### config.mk
export PLATFORM = sky130hd
export DESIGN_NAME = strided_slice_extractor_top
export DESIGN_NICKNAME = d
export VERILOG_FILES = /design/src/ssx_pkg.sv /design/src/ssx_buffer.sv /design/src/ssx_front.sv /design/src/ssx_queue.sv /design/src/ssx_back.sv /design/src/strided_slice_extractor_top.sv
export SDC_FILE = /design/constraint.sdc
export NUM_CORES = 2
export LEC_CHECK = 0
export BUFFER_PORTS_ARGS = -buffer_cell sky130_fd_sc_hd__buf_2
export CAP_MARGIN = 20
export CORE_ASPECT_RATIO = 0.75
export CORE_MARGIN = 3
export CORE_UTILIZATION = 35
export CTS_CLUSTER_DIAMETER = 200
export CTS_CLUSTER_SIZE = 30
export DETAILED_ROUTE_END_ITERATION = 8
export GPL_ROUTABILITY_DRIVEN = 0
export PLACE_DENSITY_LB_ADDON = 0.1
export SETUP_SLACK_MARGIN = 0.05
export SLEW_MARGIN = 10
export SYNTH_ARGS = -nofsm -noshare
export SYNTH_HDL_FRONTEND = slang
export SYNTH_SLANG_ARGS = --single-unit
### constraint.sdc
create_clock -name clk -period 6.93 [get_ports clk]
set_input_delay 0.693 -clock clk [delete_from_list [all_inputs] [get_ports clk]]
set_output_delay 0.693 -clock clk [all_outputs]
set_load 0.01 [all_outputs]
### src/ssx_pkg.sv
`timescale 1ns / 1ps
package ssx_pkg;

  // Defaults for the top-level parameters
  localparam int MAX_ELEMS_DEF  = 64;
  localparam int ELEM_WIDTH_DEF = 32;

  // Fixed field widths
  localparam int OFS_W     = 17;  // slice offsets and step
  localparam int IDX_W     = 18;  // signed index arithmetic, one bit of headroom
  localparam int VAL_W     = 32;  // item and result value
  localparam int CFG_IDX_W = 3;

  // UTF-8 continuation bytes carry 10 in the top two bits
  localparam logic [7:0] CONT_MASK = 8'b1100_0000;
  localparam logic [7:0] CONT_CODE = 8'b1000_0000;

  typedef enum logic [1:0] {
    CMD_ELEM   = 2'd0,
    CMD_EMPTY  = 2'd1,
    CMD_NULL   = 2'd2,
    CMD_UNUSED = 2'd3
  } cmd_t;

  typedef enum logic [CFG_IDX_W-1:0] {
    CFG_BEGIN_OFFSET = 3'd0,
    CFG_BEGIN_GIVEN  = 3'd1,
    CFG_END_OFFSET   = 3'd2,
    CFG_END_GIVEN    = 3'd3,
    CFG_STEP         = 3'd4,
    CFG_UTF8_MODE    = 3'd5
  } cfg_reg_t;

  typedef enum logic {
    JOB_SLICE = 1'b0,
    JOB_NULL  = 1'b1
  } job_kind_t;

  typedef struct packed {
    cmd_t             cmd;
    logic [VAL_W-1:0] item_value;
    logic             row_end;
  } in_item_t;

  typedef struct packed {
    logic [VAL_W-1:0] out_value;
    logic             out_last;
    logic             slice_empty;
    logic             null_result;
    logic             truncated;
  } out_item_t;

  typedef struct packed {
    logic signed [OFS_W-1:0] begin_offset;
    logic                    begin_given;
    logic signed [OFS_W-1:0] end_offset;
    logic                    end_given;
    logic signed [OFS_W-1:0] step;
    logic                    utf8_mode;
  } cfg_t;

  typedef struct packed {
    job_kind_t kind;
    logic      overflow;
  } job_t;

endpackage

### src/ssx_buffer.sv
`timescale 1ns / 1ps
module ssx_buffer #(
  parameter int MAX_ELEMS  = ssx_pkg::MAX_ELEMS_DEF,
  parameter int ELEM_WIDTH = ssx_pkg::ELEM_WIDTH_DEF
) (
  input  logic                          clk,
  input  logic                          elem_we,
  input  logic [$clog2(MAX_ELEMS)-1:0]  elem_waddr,
  input  logic [ELEM_WIDTH-1:0]         elem_wdata,
  input  logic                          elem_rd_en,
  input  logic [$clog2(MAX_ELEMS)-1:0]  elem_rd_addr,
  output logic [ELEM_WIDTH-1:0]         elem_rd_data,
  input  logic                          cps_we,
  input  logic [$clog2(MAX_ELEMS)-1:0]  cps_waddr,
  input  logic [$clog2(MAX_ELEMS)-1:0]  cps_wdata,
  input  logic [$clog2(MAX_ELEMS)-1:0]  cps_rd_addr0,
  input  logic [$clog2(MAX_ELEMS)-1:0]  cps_rd_addr1,
  output logic [$clog2(MAX_ELEMS)-1:0]  cps_rd_data0,
  output logic [$clog2(MAX_ELEMS)-1:0]  cps_rd_data1
);
  import ssx_pkg::*;

  localparam int AW = $clog2(MAX_ELEMS);

  logic [ELEM_WIDTH-1:0] elem_mem [MAX_ELEMS];
  logic [AW-1:0]         cps_mem  [MAX_ELEMS];
  logic [ELEM_WIDTH-1:0] elem_rd_r;
  logic [AW-1:0]         cps_rd0_r;
  logic [AW-1:0]         cps_rd1_r;

  // Element bytes or list elements: one write, one registered read
  always_ff @(posedge clk) begin
    if (elem_we) begin
      elem_mem[elem_waddr] <= elem_wdata;
    end
    if (elem_rd_en) begin
      elem_rd_r <= elem_mem[elem_rd_addr];
    end
  end

  // Code point starts: one write, two registered reads (start and next start)
  always_ff @(posedge clk) begin
    if (cps_we) begin
      cps_mem[cps_waddr] <= cps_wdata;
    end
    cps_rd0_r <= cps_mem[cps_rd_addr0];
    cps_rd1_r <= cps_mem[cps_rd_addr1];
  end

  assign elem_rd_data = elem_rd_r;
  assign cps_rd_data0 = cps_rd0_r;
  assign cps_rd_data1 = cps_rd1_r;

endmodule

### src/ssx_front.sv
`timescale 1ns / 1ps
module ssx_front #(
  parameter int MAX_ELEMS  = ssx_pkg::MAX_ELEMS_DEF,
  parameter int ELEM_WIDTH = ssx_pkg::ELEM_WIDTH_DEF
) (
  input  logic                           clk,
  input  logic                           rst_n,
  input  logic                           accept,
  input  ssx_pkg::in_item_t              in_item,
  input  logic                           utf8_mode,
  output logic                           elem_we,
  output logic [$clog2(MAX_ELEMS)-1:0]   elem_waddr,
  output logic [ELEM_WIDTH-1:0]          elem_wdata,
  output logic                           cps_we,
  output logic [$clog2(MAX_ELEMS)-1:0]   cps_waddr,
  output logic [$clog2(MAX_ELEMS)-1:0]   cps_wdata,
  output logic                           job_push,
  output ssx_pkg::job_t                  job,
  output logic [$clog2(MAX_ELEMS+1)-1:0] job_ecnt,
  output logic [$clog2(MAX_ELEMS+1)-1:0] job_cpc
);
  import ssx_pkg::*;

  localparam int AW = $clog2(MAX_ELEMS);
  localparam int CW = $clog2(MAX_ELEMS + 1);

  logic [CW-1:0] ecnt_r, ecnt_nxt;
  logic [CW-1:0] cpc_r,  cpc_nxt;
  logic          ovf_r,  ovf_nxt;
  logic          room;
  logic          cp_room;
  logic          cp_begin;

  assign room       = ecnt_r < CW'(MAX_ELEMS);
  assign cp_room    = cpc_r < CW'(MAX_ELEMS);
  assign cp_begin   = (in_item.item_value[7:0] & CONT_MASK) != CONT_CODE;
  assign elem_waddr = ecnt_r[AW-1:0];
  assign elem_wdata = utf8_mode ? ELEM_WIDTH'(in_item.item_value[7:0])
                                : ELEM_WIDTH'(in_item.item_value);
  assign cps_waddr  = cpc_r[AW-1:0];
  assign cps_wdata  = ecnt_r[AW-1:0];

  always_comb begin
    ecnt_nxt = ecnt_r;
    cpc_nxt  = cpc_r;
    ovf_nxt  = ovf_r;
    elem_we  = 1'b0;
    cps_we   = 1'b0;
    job_push = 1'b0;
    job      = '{kind: JOB_SLICE, overflow: 1'b0};
    job_ecnt = ecnt_r;
    job_cpc  = cpc_r;
    if (accept) begin
      unique case (in_item.cmd)
        CMD_ELEM: begin
          if (room) begin
            elem_we  = 1'b1;
            ecnt_nxt = ecnt_r + 1'b1;
            if (utf8_mode && cp_begin && cp_room) begin
              cps_we  = 1'b1;
              cpc_nxt = cpc_r + 1'b1;
            end
          end else begin
            ovf_nxt = 1'b1;
          end
          if (in_item.row_end) begin
            job_push     = 1'b1;
            job.overflow = ovf_nxt;
            job_ecnt     = ecnt_nxt;
            job_cpc      = cpc_nxt;
            ecnt_nxt     = '0;
            cpc_nxt      = '0;
            ovf_nxt      = 1'b0;
          end
        end
        CMD_EMPTY: begin
          job_push = 1'b1;
          job_ecnt = '0;
          job_cpc  = '0;
          ecnt_nxt = '0;
          cpc_nxt  = '0;
          ovf_nxt  = 1'b0;
        end
        CMD_NULL: begin
          job_push = 1'b1;
          job.kind = JOB_NULL;
          ecnt_nxt = '0;
          cpc_nxt  = '0;
          ovf_nxt  = 1'b0;
        end
        CMD_UNUSED: begin
        end
        default: begin
        end
      endcase
    end
  end

  always_ff @(posedge clk) begin
    if (!rst_n) begin
      ecnt_r <= '0;
      cpc_r  <= '0;
      ovf_r  <= 1'b0;
    end else begin
      ecnt_r <= ecnt_nxt;
      cpc_r  <= cpc_nxt;
      ovf_r  <= ovf_nxt;
    end
  end

endmodule

### src/ssx_queue.sv
`timescale 1ns / 1ps
module ssx_queue #(
  parameter int DW = 8
) (
  input  logic          clk,
  input  logic          rst_n,
  input  logic          push,
  input  logic [DW-1:0] wdata,
  input  logic          pop,
  output logic [DW-1:0] rdata,
  output logic          not_empty,
  output logic          full
);
  import ssx_pkg::*;

  logic [DW-1:0] mem_r [2];
  logic          wp_r;
  logic          rp_r;
  logic [1:0]    cnt_r;
  logic          do_push;
  logic          do_pop;

  assign not_empty = cnt_r != 2'd0;
  assign full      = cnt_r == 2'd2;
  assign do_push   = push && !full;
  assign do_pop    = pop && not_empty;
  assign rdata     = mem_r[rp_r];

  always_ff @(posedge clk) begin
    if (do_push) begin
      mem_r[wp_r] <= wdata;
    end
  end

  always_ff @(posedge clk) begin
    if (!rst_n) begin
      wp_r  <= 1'b0;
      rp_r  <= 1'b0;
      cnt_r <= 2'd0;
    end else begin
      if (do_push) begin
        wp_r <= ~wp_r;
      end
      if (do_pop) begin
        rp_r <= ~rp_r;
      end
      cnt_r <= cnt_r + {1'b0, do_push} - {1'b0, do_pop};
    end
  end

endmodule

### src/ssx_back.sv
`timescale 1ns / 1ps
module ssx_back #(
  parameter int MAX_ELEMS  = ssx_pkg::MAX_ELEMS_DEF,
  parameter int ELEM_WIDTH = ssx_pkg::ELEM_WIDTH_DEF
) (
  input  logic                           clk,
  input  logic                           rst_n,
  input  ssx_pkg::cfg_t                  cfg,
  input  logic                           job_valid,
  input  ssx_pkg::job_t                  job,
  input  logic [$clog2(MAX_ELEMS+1)-1:0] job_ecnt,
  input  logic [$clog2(MAX_ELEMS+1)-1:0] job_cpc,
  output logic                           job_pop,
  output logic                           elem_rd_en,
  output logic [$clog2(MAX_ELEMS)-1:0]   elem_rd_addr,
  input  logic [ELEM_WIDTH-1:0]          elem_rd_data,
  output logic [$clog2(MAX_ELEMS)-1:0]   cps_rd_addr0,
  output logic [$clog2(MAX_ELEMS)-1:0]   cps_rd_addr1,
  input  logic [$clog2(MAX_ELEMS)-1:0]   cps_rd_data0,
  input  logic [$clog2(MAX_ELEMS)-1:0]   cps_rd_data1,
  output logic                           back_busy,
  output logic                           out_valid,
  output ssx_pkg::out_item_t             out_item
);
  import ssx_pkg::*;

  localparam int AW = $clog2(MAX_ELEMS);
  localparam int CW = $clog2(MAX_ELEMS + 1);

  typedef enum logic [6:0] {
    S_IDLE    = 7'b000_0001,
    S_SETUP   = 7'b000_0010,
    S_CLAMP   = 7'b000_0100,
    S_NEXT    = 7'b000_1000,
    S_CP_WAIT = 7'b001_0000,
    S_BYTES   = 7'b010_0000,
    S_FINISH  = 7'b100_0000
  } state_t;

  state_t                   state_r,   state_nxt;
  logic [CW-1:0]            ecnt_r,    ecnt_nxt;
  logic [CW-1:0]            cpc_r,     cpc_nxt;
  logic                     ovf_r,     ovf_nxt;
  job_kind_t                kind_r,    kind_nxt;
  logic signed [IDX_W-1:0]  first_r,   first_nxt;
  logic signed [IDX_W-1:0]  last_r,    last_nxt;
  logic [CW-1:0]            lo_r,      lo_nxt;
  logic [CW-1:0]            hi_r,      hi_nxt;
  logic signed [IDX_W-1:0]  idx_r,     idx_nxt;
  logic                     cp_last_r, cp_last_nxt;
  logic [CW-1:0]            b_r,       b_nxt;
  logic [CW-1:0]            to_r,      to_nxt;
  logic                     rd_pend_r, rd_pend_nxt;
  logic [VAL_W-1:0]         held_r,    held_nxt;
  logic                     held_valid_r, held_valid_nxt;
  logic                     out_valid_r,  out_valid_nxt;
  out_item_t                out_item_r,   out_item_nxt;

  logic [CW-1:0]            len;
  logic signed [IDX_W-1:0]  len_s;
  logic signed [IDX_W-1:0]  step_s;
  logic signed [IDX_W-1:0]  first_a;
  logic signed [IDX_W-1:0]  last_a;
  logic signed [IDX_W-1:0]  lo_s;
  logic signed [IDX_W-1:0]  hi_s;
  logic [CW-1:0]            lo_c;
  logic [CW-1:0]            hi_c;
  logic                     step_err;
  logic                     fwd;
  logic                     in_rng;

  assign len      = cfg.utf8_mode ? cpc_r : ecnt_r;
  assign len_s    = $signed(IDX_W'(len));
  assign step_s   = IDX_W'(cfg.step);
  assign step_err = (cfg.step == '0) || (cfg.utf8_mode && cfg.step[OFS_W-1]);
  assign fwd      = !step_s[IDX_W-1];
  assign first_a  = cfg.begin_given ? IDX_W'(cfg.begin_offset) : $signed(IDX_W'(0));
  assign last_a   = cfg.end_given ? IDX_W'(cfg.end_offset) : len_s;

  // Clamp the adjusted bounds to [0, len]
  assign lo_c = first_r[IDX_W-1] ? '0 : ((first_r > len_s) ? len : first_r[CW-1:0]);
  assign hi_c = last_r[IDX_W-1]  ? '0 : ((last_r  > len_s) ? len : last_r[CW-1:0]);
  assign lo_s = $signed(IDX_W'(lo_r));
  assign hi_s = $signed(IDX_W'(hi_r));
  assign in_rng = fwd ? (idx_r < hi_s) : (idx_r >= lo_s);

  assign cps_rd_addr0 = idx_r[AW-1:0];
  assign cps_rd_addr1 = idx_r[AW-1:0] + 1'b1;

  always_comb begin
    state_nxt      = state_r;
    ecnt_nxt       = ecnt_r;
    cpc_nxt        = cpc_r;
    ovf_nxt        = ovf_r;
    kind_nxt       = kind_r;
    first_nxt      = first_r;
    last_nxt       = last_r;
    lo_nxt         = lo_r;
    hi_nxt         = hi_r;
    idx_nxt        = idx_r;
    cp_last_nxt    = cp_last_r;
    b_nxt          = b_r;
    to_nxt         = to_r;
    held_nxt       = held_r;
    held_valid_nxt = held_valid_r;
    out_valid_nxt  = 1'b0;
    out_item_nxt   = out_item_r;
    job_pop        = 1'b0;
    elem_rd_en     = 1'b0;
    elem_rd_addr   = idx_r[AW-1:0];

    // Data back from the buffer: push the held result out, hold the new one
    if (rd_pend_r) begin
      if (held_valid_r) begin
        out_valid_nxt = 1'b1;
        out_item_nxt  = '{out_value: held_r, out_last: 1'b0, slice_empty: 1'b0,
                          null_result: 1'b0, truncated: ovf_r};
      end
      held_nxt       = VAL_W'(elem_rd_data);
      held_valid_nxt = 1'b1;
    end

    unique case (state_r)
      S_IDLE: begin
        if (job_valid) begin
          job_pop   = 1'b1;
          ecnt_nxt  = job_ecnt;
          cpc_nxt   = job_cpc;
          ovf_nxt   = job.overflow;
          kind_nxt  = job.kind;
          state_nxt = S_SETUP;
        end
      end
      S_SETUP: begin
        if (kind_r == JOB_NULL || step_err) begin
          out_valid_nxt = 1'b1;
          out_item_nxt  = '{out_value: '0, out_last: 1'b1, slice_empty: 1'b0,
                            null_result: 1'b1,
                            truncated: (kind_r == JOB_NULL) ? 1'b0 : ovf_r};
          state_nxt     = S_IDLE;
        end else begin
          first_nxt = first_a[IDX_W-1] ? first_a + len_s : first_a;
          last_nxt  = last_a[IDX_W-1]  ? last_a + len_s  : last_a;
          state_nxt = S_CLAMP;
        end
      end
      S_CLAMP: begin
        lo_nxt = lo_c;
        hi_nxt = hi_c;
        if (hi_c > lo_c) begin
          idx_nxt   = fwd ? $signed(IDX_W'(lo_c)) : $signed(IDX_W'(hi_c - 1'b1));
          state_nxt = S_NEXT;
        end else begin
          state_nxt = S_FINISH;
        end
      end
      S_NEXT: begin
        if (!in_rng) begin
          state_nxt = S_FINISH;
        end else if (cfg.utf8_mode) begin
          cp_last_nxt = (idx_r[CW-1:0] + 1'b1) == cpc_r;
          idx_nxt     = idx_r + step_s;
          state_nxt   = S_CP_WAIT;
        end else begin
          elem_rd_en = 1'b1;
          idx_nxt    = idx_r + step_s;
        end
      end
      S_CP_WAIT: begin
        b_nxt     = CW'(cps_rd_data0);
        to_nxt    = cp_last_r ? ecnt_r : CW'(cps_rd_data1);
        state_nxt = S_BYTES;
      end
      S_BYTES: begin
        elem_rd_addr = b_r[AW-1:0];
        if (b_r < to_r) begin
          elem_rd_en = 1'b1;
          b_nxt      = b_r + 1'b1;
        end else begin
          state_nxt = S_NEXT;
        end
      end
      S_FINISH: begin
        if (!rd_pend_r) begin
          out_valid_nxt = 1'b1;
          if (held_valid_r) begin
            out_item_nxt = '{out_value: held_r, out_last: 1'b1, slice_empty: 1'b0,
                             null_result: 1'b0, truncated: ovf_r};
          end else begin
            out_item_nxt = '{out_value: '0, out_last: 1'b1, slice_empty: 1'b1,
                             null_result: 1'b0, truncated: ovf_r};
          end
          held_valid_nxt = 1'b0;
          state_nxt      = S_IDLE;
        end
      end
      default: begin
        state_nxt = S_IDLE;
      end
    endcase
  end

  assign rd_pend_nxt = elem_rd_en;

  always_ff @(posedge clk) begin
    if (!rst_n) begin
      state_r      <= S_IDLE;
      rd_pend_r    <= 1'b0;
      held_valid_r <= 1'b0;
      out_valid_r  <= 1'b0;
    end else begin
      state_r      <= state_nxt;
      rd_pend_r    <= rd_pend_nxt;
      held_valid_r <= held_valid_nxt;
      out_valid_r  <= out_valid_nxt;
    end
  end

  always_ff @(posedge clk) begin
    ecnt_r     <= ecnt_nxt;
    cpc_r      <= cpc_nxt;
    ovf_r      <= ovf_nxt;
    kind_r     <= kind_nxt;
    first_r    <= first_nxt;
    last_r     <= last_nxt;
    lo_r       <= lo_nxt;
    hi_r       <= hi_nxt;
    idx_r      <= idx_nxt;
    cp_last_r  <= cp_last_nxt;
    b_r        <= b_nxt;
    to_r       <= to_nxt;
    held_r     <= held_nxt;
    out_item_r <= out_item_nxt;
  end

  assign back_busy = state_r != S_IDLE;
  assign out_valid = out_valid_r;
  assign out_item  = out_item_r;

  a_idle_clean: assert property (@(posedge clk) disable iff (!rst_n)
    (state_r == S_IDLE) |-> (!rd_pend_r && !held_valid_r))
    else $error("read or held result left over after a row finished");

  a_read_lands: assert property (@(posedge clk) disable iff (!rst_n)
    elem_rd_en |=> (state_r != S_IDLE))
    else $error("buffer read issued with no row in progress to take it");

  a_finish_once: assert property (@(posedge clk) disable iff (!rst_n)
    (state_r == S_FINISH && !rd_pend_r) |=> (out_valid_r && out_item_r.out_last))
    else $error("row closed without a final result");

endmodule

### src/strided_slice_extractor_top.sv
`timescale 1ns / 1ps
// Strided slice extractor.
// Input channel (start/busy, in_item): a transaction is taken at a rising edge with
// start high and busy low. cmd ELEM loads one element (or one UTF-8 byte in string
// mode) into the row buffer, one per cycle while busy is low; row_end closes the row.
// cmd EMPTY closes an empty row, cmd NULL drops the partial row and gives a null result,
// the unused code is ignored.
// Result channel (out_valid, out_item): each result transaction is shown for one
// cycle; the receiver cannot stall it. The row's final result carries out_last.
// Configuration (cfg_we, cfg_index, cfg_wdata): one register per write, no wait.
// Loading runs at one element per cycle while busy is low; elements past MAX_ELEMS
// are dropped and flag the row's results truncated. A list slice streams one element
// per cycle; a string slice does a start-table lookup per code point, then one buffer
// read per byte. busy stays high from the closing transaction until the back end has
// issued the row's last result, as the single row buffer is read while results stream.
// Reset: counts, queue and sequencer clear at once; the buffers need no clearing
// pass. Configuration returns to begin/end not given, step 1, list mode.
module strided_slice_extractor_top #(
  parameter int MAX_ELEMS  = ssx_pkg::MAX_ELEMS_DEF,
  parameter int ELEM_WIDTH = ssx_pkg::ELEM_WIDTH_DEF
) (
  input  logic                                clk,
  input  logic                                rst_n,
  input  logic                                start,
  output logic                                busy,
  input  ssx_pkg::in_item_t                   in_item,
  output logic                                out_valid,
  output ssx_pkg::out_item_t                  out_item,
  input  logic                                cfg_we,
  input  logic [ssx_pkg::CFG_IDX_W-1:0]       cfg_index,
  input  logic [ssx_pkg::OFS_W-1:0]           cfg_wdata
);
  import ssx_pkg::*;

  localparam int AW = $clog2(MAX_ELEMS);
  localparam int CW = $clog2(MAX_ELEMS + 1);
  localparam int JW = $bits(job_t);
  localparam int QW = JW + 2 * CW;

  cfg_t                  cfg_r;
  logic                  accept;

  // Front end to buffer and queue
  logic                  elem_we;
  logic [AW-1:0]         elem_waddr;
  logic [ELEM_WIDTH-1:0] elem_wdata;
  logic                  cps_we;
  logic [AW-1:0]         cps_waddr;
  logic [AW-1:0]         cps_wdata;
  logic                  job_push;
  job_t                  job_in;
  logic [CW-1:0]         job_ecnt_in;
  logic [CW-1:0]         job_cpc_in;

  // Queue to back end
  logic [QW-1:0]         q_rdata;
  logic                  q_not_empty;
  logic                  q_full;
  logic                  job_pop;

  // Back end to buffer
  logic                  elem_rd_en;
  logic [AW-1:0]         elem_rd_addr;
  logic [ELEM_WIDTH-1:0] elem_rd_data;
  logic [AW-1:0]         cps_rd_addr0;
  logic [AW-1:0]         cps_rd_addr1;
  logic [AW-1:0]         cps_rd_data0;
  logic [AW-1:0]         cps_rd_data1;
  logic                  back_busy;

  // Hold off new transactions while a closed row waits or is being sliced
  assign busy   = q_not_empty || back_busy;
  assign accept = start && !busy;

  // Configuration registers; the user must write them only while idle (not enforced here)
  always_ff @(posedge clk) begin
    if (!rst_n) begin
      cfg_r <= '{begin_offset: '0, begin_given: 1'b0, end_offset: '0,
                 end_given: 1'b0, step: 17'sd1, utf8_mode: 1'b0};
    end else if (cfg_we) begin
      unique case (cfg_index)
        CFG_BEGIN_OFFSET: cfg_r.begin_offset <= cfg_wdata;
        CFG_BEGIN_GIVEN:  cfg_r.begin_given  <= cfg_wdata[0];
        CFG_END_OFFSET:   cfg_r.end_offset   <= cfg_wdata;
        CFG_END_GIVEN:    cfg_r.end_given    <= cfg_wdata[0];
        CFG_STEP:         cfg_r.step         <= cfg_wdata;
        CFG_UTF8_MODE:    cfg_r.utf8_mode    <= cfg_wdata[0];
        default: begin
          // drop writes to indexes beyond the register list
        end
      endcase
    end
  end

  // Front end: load the row, mark code point starts, post a job at row close
  ssx_front #(
    .MAX_ELEMS  (MAX_ELEMS),
    .ELEM_WIDTH (ELEM_WIDTH)
  ) u_front (
    .clk        (clk),
    .rst_n      (rst_n),
    .accept     (accept),
    .in_item    (in_item),
    .utf8_mode  (cfg_r.utf8_mode),
    .elem_we    (elem_we),
    .elem_waddr (elem_waddr),
    .elem_wdata (elem_wdata),
    .cps_we     (cps_we),
    .cps_waddr  (cps_waddr),
    .cps_wdata  (cps_wdata),
    .job_push   (job_push),
    .job        (job_in),
    .job_ecnt   (job_ecnt_in),
    .job_cpc    (job_cpc_in)
  );

  // Row buffer and code point start table
  ssx_buffer #(
    .MAX_ELEMS  (MAX_ELEMS),
    .ELEM_WIDTH (ELEM_WIDTH)
  ) u_buffer (
    .clk          (clk),
    .elem_we      (elem_we),
    .elem_waddr   (elem_waddr),
    .elem_wdata   (elem_wdata),
    .elem_rd_en   (elem_rd_en),
    .elem_rd_addr (elem_rd_addr),
    .elem_rd_data (elem_rd_data),
    .cps_we       (cps_we),
    .cps_waddr    (cps_waddr),
    .cps_wdata    (cps_wdata),
    .cps_rd_addr0 (cps_rd_addr0),
    .cps_rd_addr1 (cps_rd_addr1),
    .cps_rd_data0 (cps_rd_data0),
    .cps_rd_data1 (cps_rd_data1)
  );

  // Job queue between the two halves: row kind, overflow flag and counts
  ssx_queue #(
    .DW (QW)
  ) u_queue (
    .clk       (clk),
    .rst_n     (rst_n),
    .push      (job_push),
    .wdata     ({job_ecnt_in, job_cpc_in, job_in}),
    .pop       (job_pop),
    .rdata     (q_rdata),
    .not_empty (q_not_empty),
    .full      (q_full)
  );

  // Back end: resolve the slice bounds and stream the selected items out
  ssx_back #(
    .MAX_ELEMS  (MAX_ELEMS),
    .ELEM_WIDTH (ELEM_WIDTH)
  ) u_back (
    .clk          (clk),
    .rst_n        (rst_n),
    .cfg          (cfg_r),
    .job_valid    (q_not_empty),
    .job          (q_rdata[JW-1:0]),
    .job_ecnt     (q_rdata[QW-1:QW-CW]),
    .job_cpc      (q_rdata[JW+CW-1:JW]),
    .job_pop      (job_pop),
    .elem_rd_en   (elem_rd_en),
    .elem_rd_addr (elem_rd_addr),
    .elem_rd_data (elem_rd_data),
    .cps_rd_addr0 (cps_rd_addr0),
    .cps_rd_addr1 (cps_rd_addr1),
    .cps_rd_data0 (cps_rd_data0),
    .cps_rd_data1 (cps_rd_data1),
    .back_busy    (back_busy),
    .out_valid    (out_valid),
    .out_item     (out_item)
  );

  // A closing transaction must hold the input off: busy is high after it
  a_close_holds: assert property (@(posedge clk) disable iff (!rst_n)
    (accept && (in_item.cmd == CMD_EMPTY || in_item.cmd == CMD_NULL ||
                (in_item.cmd == CMD_ELEM && in_item.row_end))) |=> busy)
    else $error("row closed but input not held off");

  a_null_is_last: assert property (@(posedge clk) disable iff (!rst_n)
    (out_valid && out_item.null_result) |->
      (out_item.out_last && !out_item.slice_empty && out_item.out_value == '0))
    else $error("null result not a lone final result");

  a_queue_room: assert property (@(posedge clk) disable iff (!rst_n)
    accept |-> !q_full)
    else $error("transaction taken with the job queue full");

endmodule

Yosys cells after proc, flatten, opt, wreduce, memory -nomap -nowiden
Memories as Yosys holds them, arrays and structs flattened. A register that Yosys moved wholly into a read port is not among the register bits. Index checks and enable logic that the tools add are counted.

Register bits after elaboration: 234. Bits in latches: 0. RAM bits: 2464. Memory bits (read-only): 0. Memories: 3.

Add/sub/neg operators: 11. Multiply operators: 0. Divide/modulo/power cells: 0. Order comparisons: 8. Eq/ne operators: 25. Shift-type cells: 0. Multiplexer cells: 84. Bitwise operators: 3. Reductions and logical operators: 32.

Memory list: u_buffer.elem_mem (depth 64, bits a word 32, rd ports 1, clocked after Yosys merged registers in 1, wr ports 1, line ssx_buffer.sv:25) `logic [ELEM_WIDTH-1:0] elem_mem [MAX_ELEMS];`; u_buffer.cps_mem (depth 64, bits a word 6, rd ports 2, clocked after Yosys merged registers in 2, wr ports 1, line ssx_buffer.sv:26) `logic [AW-1:0] cps_mem [MAX_ELEMS];`; u_queue.mem_r (depth 2, bits a word 16, rd ports 1, clocked after Yosys merged registers in 1, wr ports 1, line ssx_queue.sv:16) `logic [DW-1:0] mem_r [2];`.

Operators by type and width (number): 36-bit two-way mux (5); 7-bit two-way mux (21); 18-bit two-way mux (5); 36-bit case mux with 2 select lines (1); 7-bit case mux with 2 select lines (5); 7-bit case mux with 7 select lines (1); 18-bit by 8-bit adder with 18-bit output (2); 18-bit by 8-bit greater-than comparator with 1-bit output (2); 18-bit case mux with 2 select lines (1); 1-bit two-way mux (34); 17-bit two-way mux (2); 32-bit two-way mux (1); 7-bit by 1-bit adder with 7-bit output (second input constant) (4); 2-bit AND reduction (10); 18-bit by 17-bit adder with 18-bit output (1); 18-bit by 8-bit >= comparator with 1-bit output (1); 18-bit by 8-bit less-than comparator with 1-bit output (1); 17-bit zero test (1); 7-bit less-than comparator (second input constant) (2); 6-bit two-way mux (2); 2-bit != test (second input constant) (4); 1-bit case mux with 2 select lines (4); 2-bit nonzero test (4); 7-bit by 1-bit subtractor with 8-bit output (second input constant) (1); 32 further kinds (48).

Logic depth before layout (Yosys ltp)
Word-level depth: 9. Mapped depth: 18.

Hierarchy
A second synthesis with hierarchy kept.

Cells, all modules: 5872. Area total of the unflattened synthesis: 112571.7 um^2.

Modules (own cells, without submodules): ssx_buffer (times used 1, cells an instance 4426, area an instance 97367.1 um^2, seq. area each 74231.2 um^2); ssx_back (times used 1, cells an instance 955, area an instance 10179.8 um^2, seq. area each 4854.7 um^2); strided_slice_extractor_top (times used 1, cells an instance 203, area an instance 2055.7 um^2, seq. area each 1081.0 um^2); ssx_front (times used 1, cells an instance 211, area an instance 1522.7 um^2, seq. area each 300.3 um^2); ssx_queue (times used 1, cells an instance 77, area an instance 1446.4 um^2, seq. area each 1061.0 um^2).

Worst setup path after synthesis
OpenSTA, ideal clock, no wires.

Path type: reg-to-reg. Start: register, netlist name cfg_r[0]. End: register u_back.idx_r[0], enable pin. Setup time: 0.397 ns. Data arrival time: 4.836 ns. Required time: 6.533 ns. Slack: 1.697 ns. Cell stages (with the launch flop): 16. Path through: dfxtp_1 clkbuf_1 mux2_2 inv_1 ha_1 o21ai_0 nor2_1 o41ai_2 nand2_1 a211oi_1 ha_1 nor2b_1 a41oi_1 a2111oi_0 o2bb2ai_1 o21bai_1.

Word-level cells in the longest chain between the ends: 7.

Ends and longest elaborated chain: 7-bit two-way mux (*) (line ssx_back.sv:72) `assign len = cfg.utf8_mode ? cpc_r : ecnt_r;`; 18-bit by 8-bit greater-than comparator with 1-bit output (line ssx_back.sv:82) `assign hi_c = last_r[IDX_W-1] ? '0 : ((last_r > len_s) ? len : last_r[CW-1:0]);`; 7-bit two-way mux (*) (2 in a row) (line ssx_back.sv:82); named net u_back.hi_c[3] (line ssx_back.sv:67) `logic [CW-1:0] hi_c;`; 7-bit greater-than comparator (*) (line ssx_back.sv:150) `if (hi_c > lo_c) begin`; 2-bit by 1-bit != test with 1-bit output (no line) (*); 3-bit AND reduction (no line) (*); to (signal assigned) (line ssx_back.sv:228) `idx_r <= idx_nxt;`; to (decl) (line ssx_back.sv:49) `logic signed [IDX_W-1:0] idx_r, idx_nxt;`.

The timed path passes the listed nets; every way through them passes the cells marked *. A chain may end at the register's enable or synchronous reset.

Worst setup path in the final report
Start: register, netlist name cfg_r[0]. End: register u_back.idx_r[10], enable pin.

Word-level cells in the longest chain between the ends: 7.

Ends and longest elaborated chain (line): 7-bit two-way mux (*) (ssx_back.sv:72); 18-bit by 8-bit greater-than comparator with 1-bit output (ssx_back.sv:82); 7-bit two-way mux (*) (2 in a row) (ssx_back.sv:82); named net u_back.hi_c[1] (ssx_back.sv:67); 7-bit greater-than comparator (*) (ssx_back.sv:150); 2-bit by 1-bit != test with 1-bit output (no line) (*); 3-bit AND reduction (no line) (*).

Marks and branches as above.

==> run summary <==
Total Neg Setup Slack: 0 ns
Hold Vio Cnt, Final: 0
Hold-fix buffers at CTS: 0
Max-cap violations: 0
Vias: 70.1k
CTS tree: yes
WS Path Type: reg -> reg
Critical Path RT: 7.36 ns
Final setup fails: 0
Initial Util: 35.3%
WL final: 373 mm
EDFF count, synth: 2627
Seq/Total Area, Yosys: 71.8%
Final nets: 8195
Worst-path clk slew: 0.13 ns
Number of H-tree levels: 3
Most frequent cells in the layout: edfxtp_1 (2627), nand2_1 (1841), nand3_1 (782)
Die W: 664 µm
Syn-to-layout area delta: 8.80%
Fill cells: 30.0k
Post-Syn Area per Cell: 14.0 µm²
Post-DP HPWL: 223 mm
Critical Path End Type: flop
Post-DR wirelength/cell: 30.1 µm
Main flop type after synthesis: edfxtp_1
RSZ-0062 raised after global routing: false
Fmax: 166 MHz
CP arrival: 6.43 ns
Grt total ovfl: 0
Total die area: 331000 µm²
Gr usage total: 22.0%
Worst rel slew slack: 10.0%
Later-pin clock latency in the skew report: 0.82 ns
Distinct cells, synth: 82
Mapped cell area: 114000 µm²
Top post-synthesis cells by area: edfxtp_1 (69%), nand2_1 (6.1%), mux4_2 (5.0%)
Worst Skew: 0.0491 ns
First-pass GRT wire length: 526 mm
Pwr dens: 225 nW/µm²
FP Rows: 180
Share of the synthesized area in the top cell type: 69.5%
Fin crit share: 86.7%
Die height: 499 µm
Seq cells post-synth: 2758
Core box area: 322000 µm²
Largest area contributor in the netlist: edfxtp_1
CP Launch Type: flop
IO Pins: 97
Post-CTS Setup Bufs: 0
Clk buf depth: 3
Antenna-violating nets left: 0
CTS Buf Count: 101
Clk root buf: clkbuf_16
Number of vias per cell: 5.65
Share of cells above drive strength 1: 11.4%
# port buffers: 96
Drc violations: 0
Most common cell after layout, fill and taps aside: edfxtp_1
Hold Crit Class: in -> reg
TritonCTS Sinks: 2758
Max-slew violation count: 0
FFs w/ async S/R, synth: 0%
CP max FO: 20
Mapped Nets: 8264
Crit path time final: 6.01 ns
Antenna violations before repair: 40
Gate Count Post-Synth: 8122
Fin util: 38.4%
Status: complete, no violations
Worst vdd ir: 213 µV
Detailed Routing Iterations Pass 1: 6
Leakage power: 40.1 nW
Slew @ Worst Pin: 1.35 ns
Largest net degree at the start of global routing: 134
Vias in the first global route: 66.3k
Syn. warnings: 0
R2R Setup Slk: 0.92 ns
Post_cts resized: 0
Initial DRC Count: 8694
==> stage by stage <==
stage,hold slack [ns],power [mW],std cells,area (µm²),setup slack (ns)
floorplan,0.400,19.6,8122,114000,1.70
global placement,0.414,20.2,12200,121000,0.989
CTS,0.0660,28.0,12400,124000,1.02
detailed placement,0.421,20.2,12200,121000,1.09
global route,0.111,28.7,12400,124000,0.532
finish,0.153,27.8,12400,124000,0.920
==> final cells by class <==
cell class,count,area (µm²),share of cell area (%)
diodes,10,25.0,0.0203
clock buffers,156,2780,2.25
clock inverters,5,53.8,0.0435
inverters,81,305,0.247
multi-input cells,4757,30600,24.8
flip-flops and latches,2758,81500,66.0
well taps,4277,5350,4.33
repair buffers,354,2900,2.35
==> synth_stat cells (80+ instances only) <==
| cell type | number |
|---|---|
| a311oi_1 | 118 |
| mux4_2 | 252 |
| nand4_1 | 102 |
| a21oi_1 | 134 |
| nand2_1 | 1842 |
| nand3_1 | 782 |
| o21ai_0 | 114 |
| a211oi_1 | 125 |
| and3_1 | 138 |
| o22ai_1 | 115 |
| nor2_1 | 232 |
| dfxtp_1 | 131 |
| edfxtp_1 | 2627 |
| a31oi_1 | 127 |
| buf_2 | 82 |
| ha_1 | 80 |
| clkbuf_1 | 359 |
==> per-layer routing <==
layer  up-vias  GRT usage, %  share of wire [%]
li1      30600             -                  -
met1     36900          34.2                 48
met2      2329          33.4                 44
met3       286          2.57                6.1
met4         6          3.60                1.7
met5         -             0              0.011
==> sequential cells by signal, summed over array words and instances, names as in the netlist, 32 cells and up <==
name,cells
u_buffer.elem_mem,2048
u_back.out_item,36
u_buffer.cps_mem,384
u_back.held_r,32
u_buffer.elem_rd_data,32
u_queue.mem_r,32
cfg_r,54
==> logic make-up after synthesis <==
family          Yosys count  synth area share (%)
compound gates          940                  5.78
buf+inv                 607                  2.14
mux                     368                  6.07
flops                  2758                  71.8
xor+xnor                 51                 0.393
simple gates           3315                  12.9
fa+ha+maj                83                 0.934
==> critical path: stages (launching register included) <==
cell and delay [ns]:
dfxtp_4 0.65, mux2_2 0.47, inv_1 0.15, ha_1 0.26
a211oi_1 0.27, nor2_1 0.11, o41ai_2 0.67, nand2_1 0.36
nand2_1 0.16, o21ai_0 0.09, or2_2 0.30, inv_1 0.09
ha_1 0.16, a21o_1 0.15, a41oi_1 0.14, a2111oi_0 0.47
o2bb2ai_1 0.23, o21bai_2 0.84
==> final timing paths <==
check                                          start                    endpoint  cells past startpoint
setup / recovery               cfg_r[0]$_SDFFE_PN0P_  u_back.idx_r[10]$_DFFE_PP_                     17
hold / removal                          cfg_wdata[8]      cfg_r[45]$_SDFFE_PN0P_                      3
setup reg to reg               cfg_r[0]$_SDFFE_PN0P_  u_back.idx_r[10]$_DFFE_PP_                     17
hold reg to reg   u_buffer.elem_rd_data[3]$_DFFE_PP_  u_back.held_r[3]$_DFFE_PP_                      0
==> report_power, final <==
| group | total [mW] | internal, mW | switching [mW] |
|---|---|---|---|
| registers | 18.4 | 18.4 | 0.0816 |
| logic | 1.36 | 0.409 | 0.953 |
| clock network | 7.96 | 2.82 | 5.14 |
No activity file was read; power rests on OpenSTA's default activity.
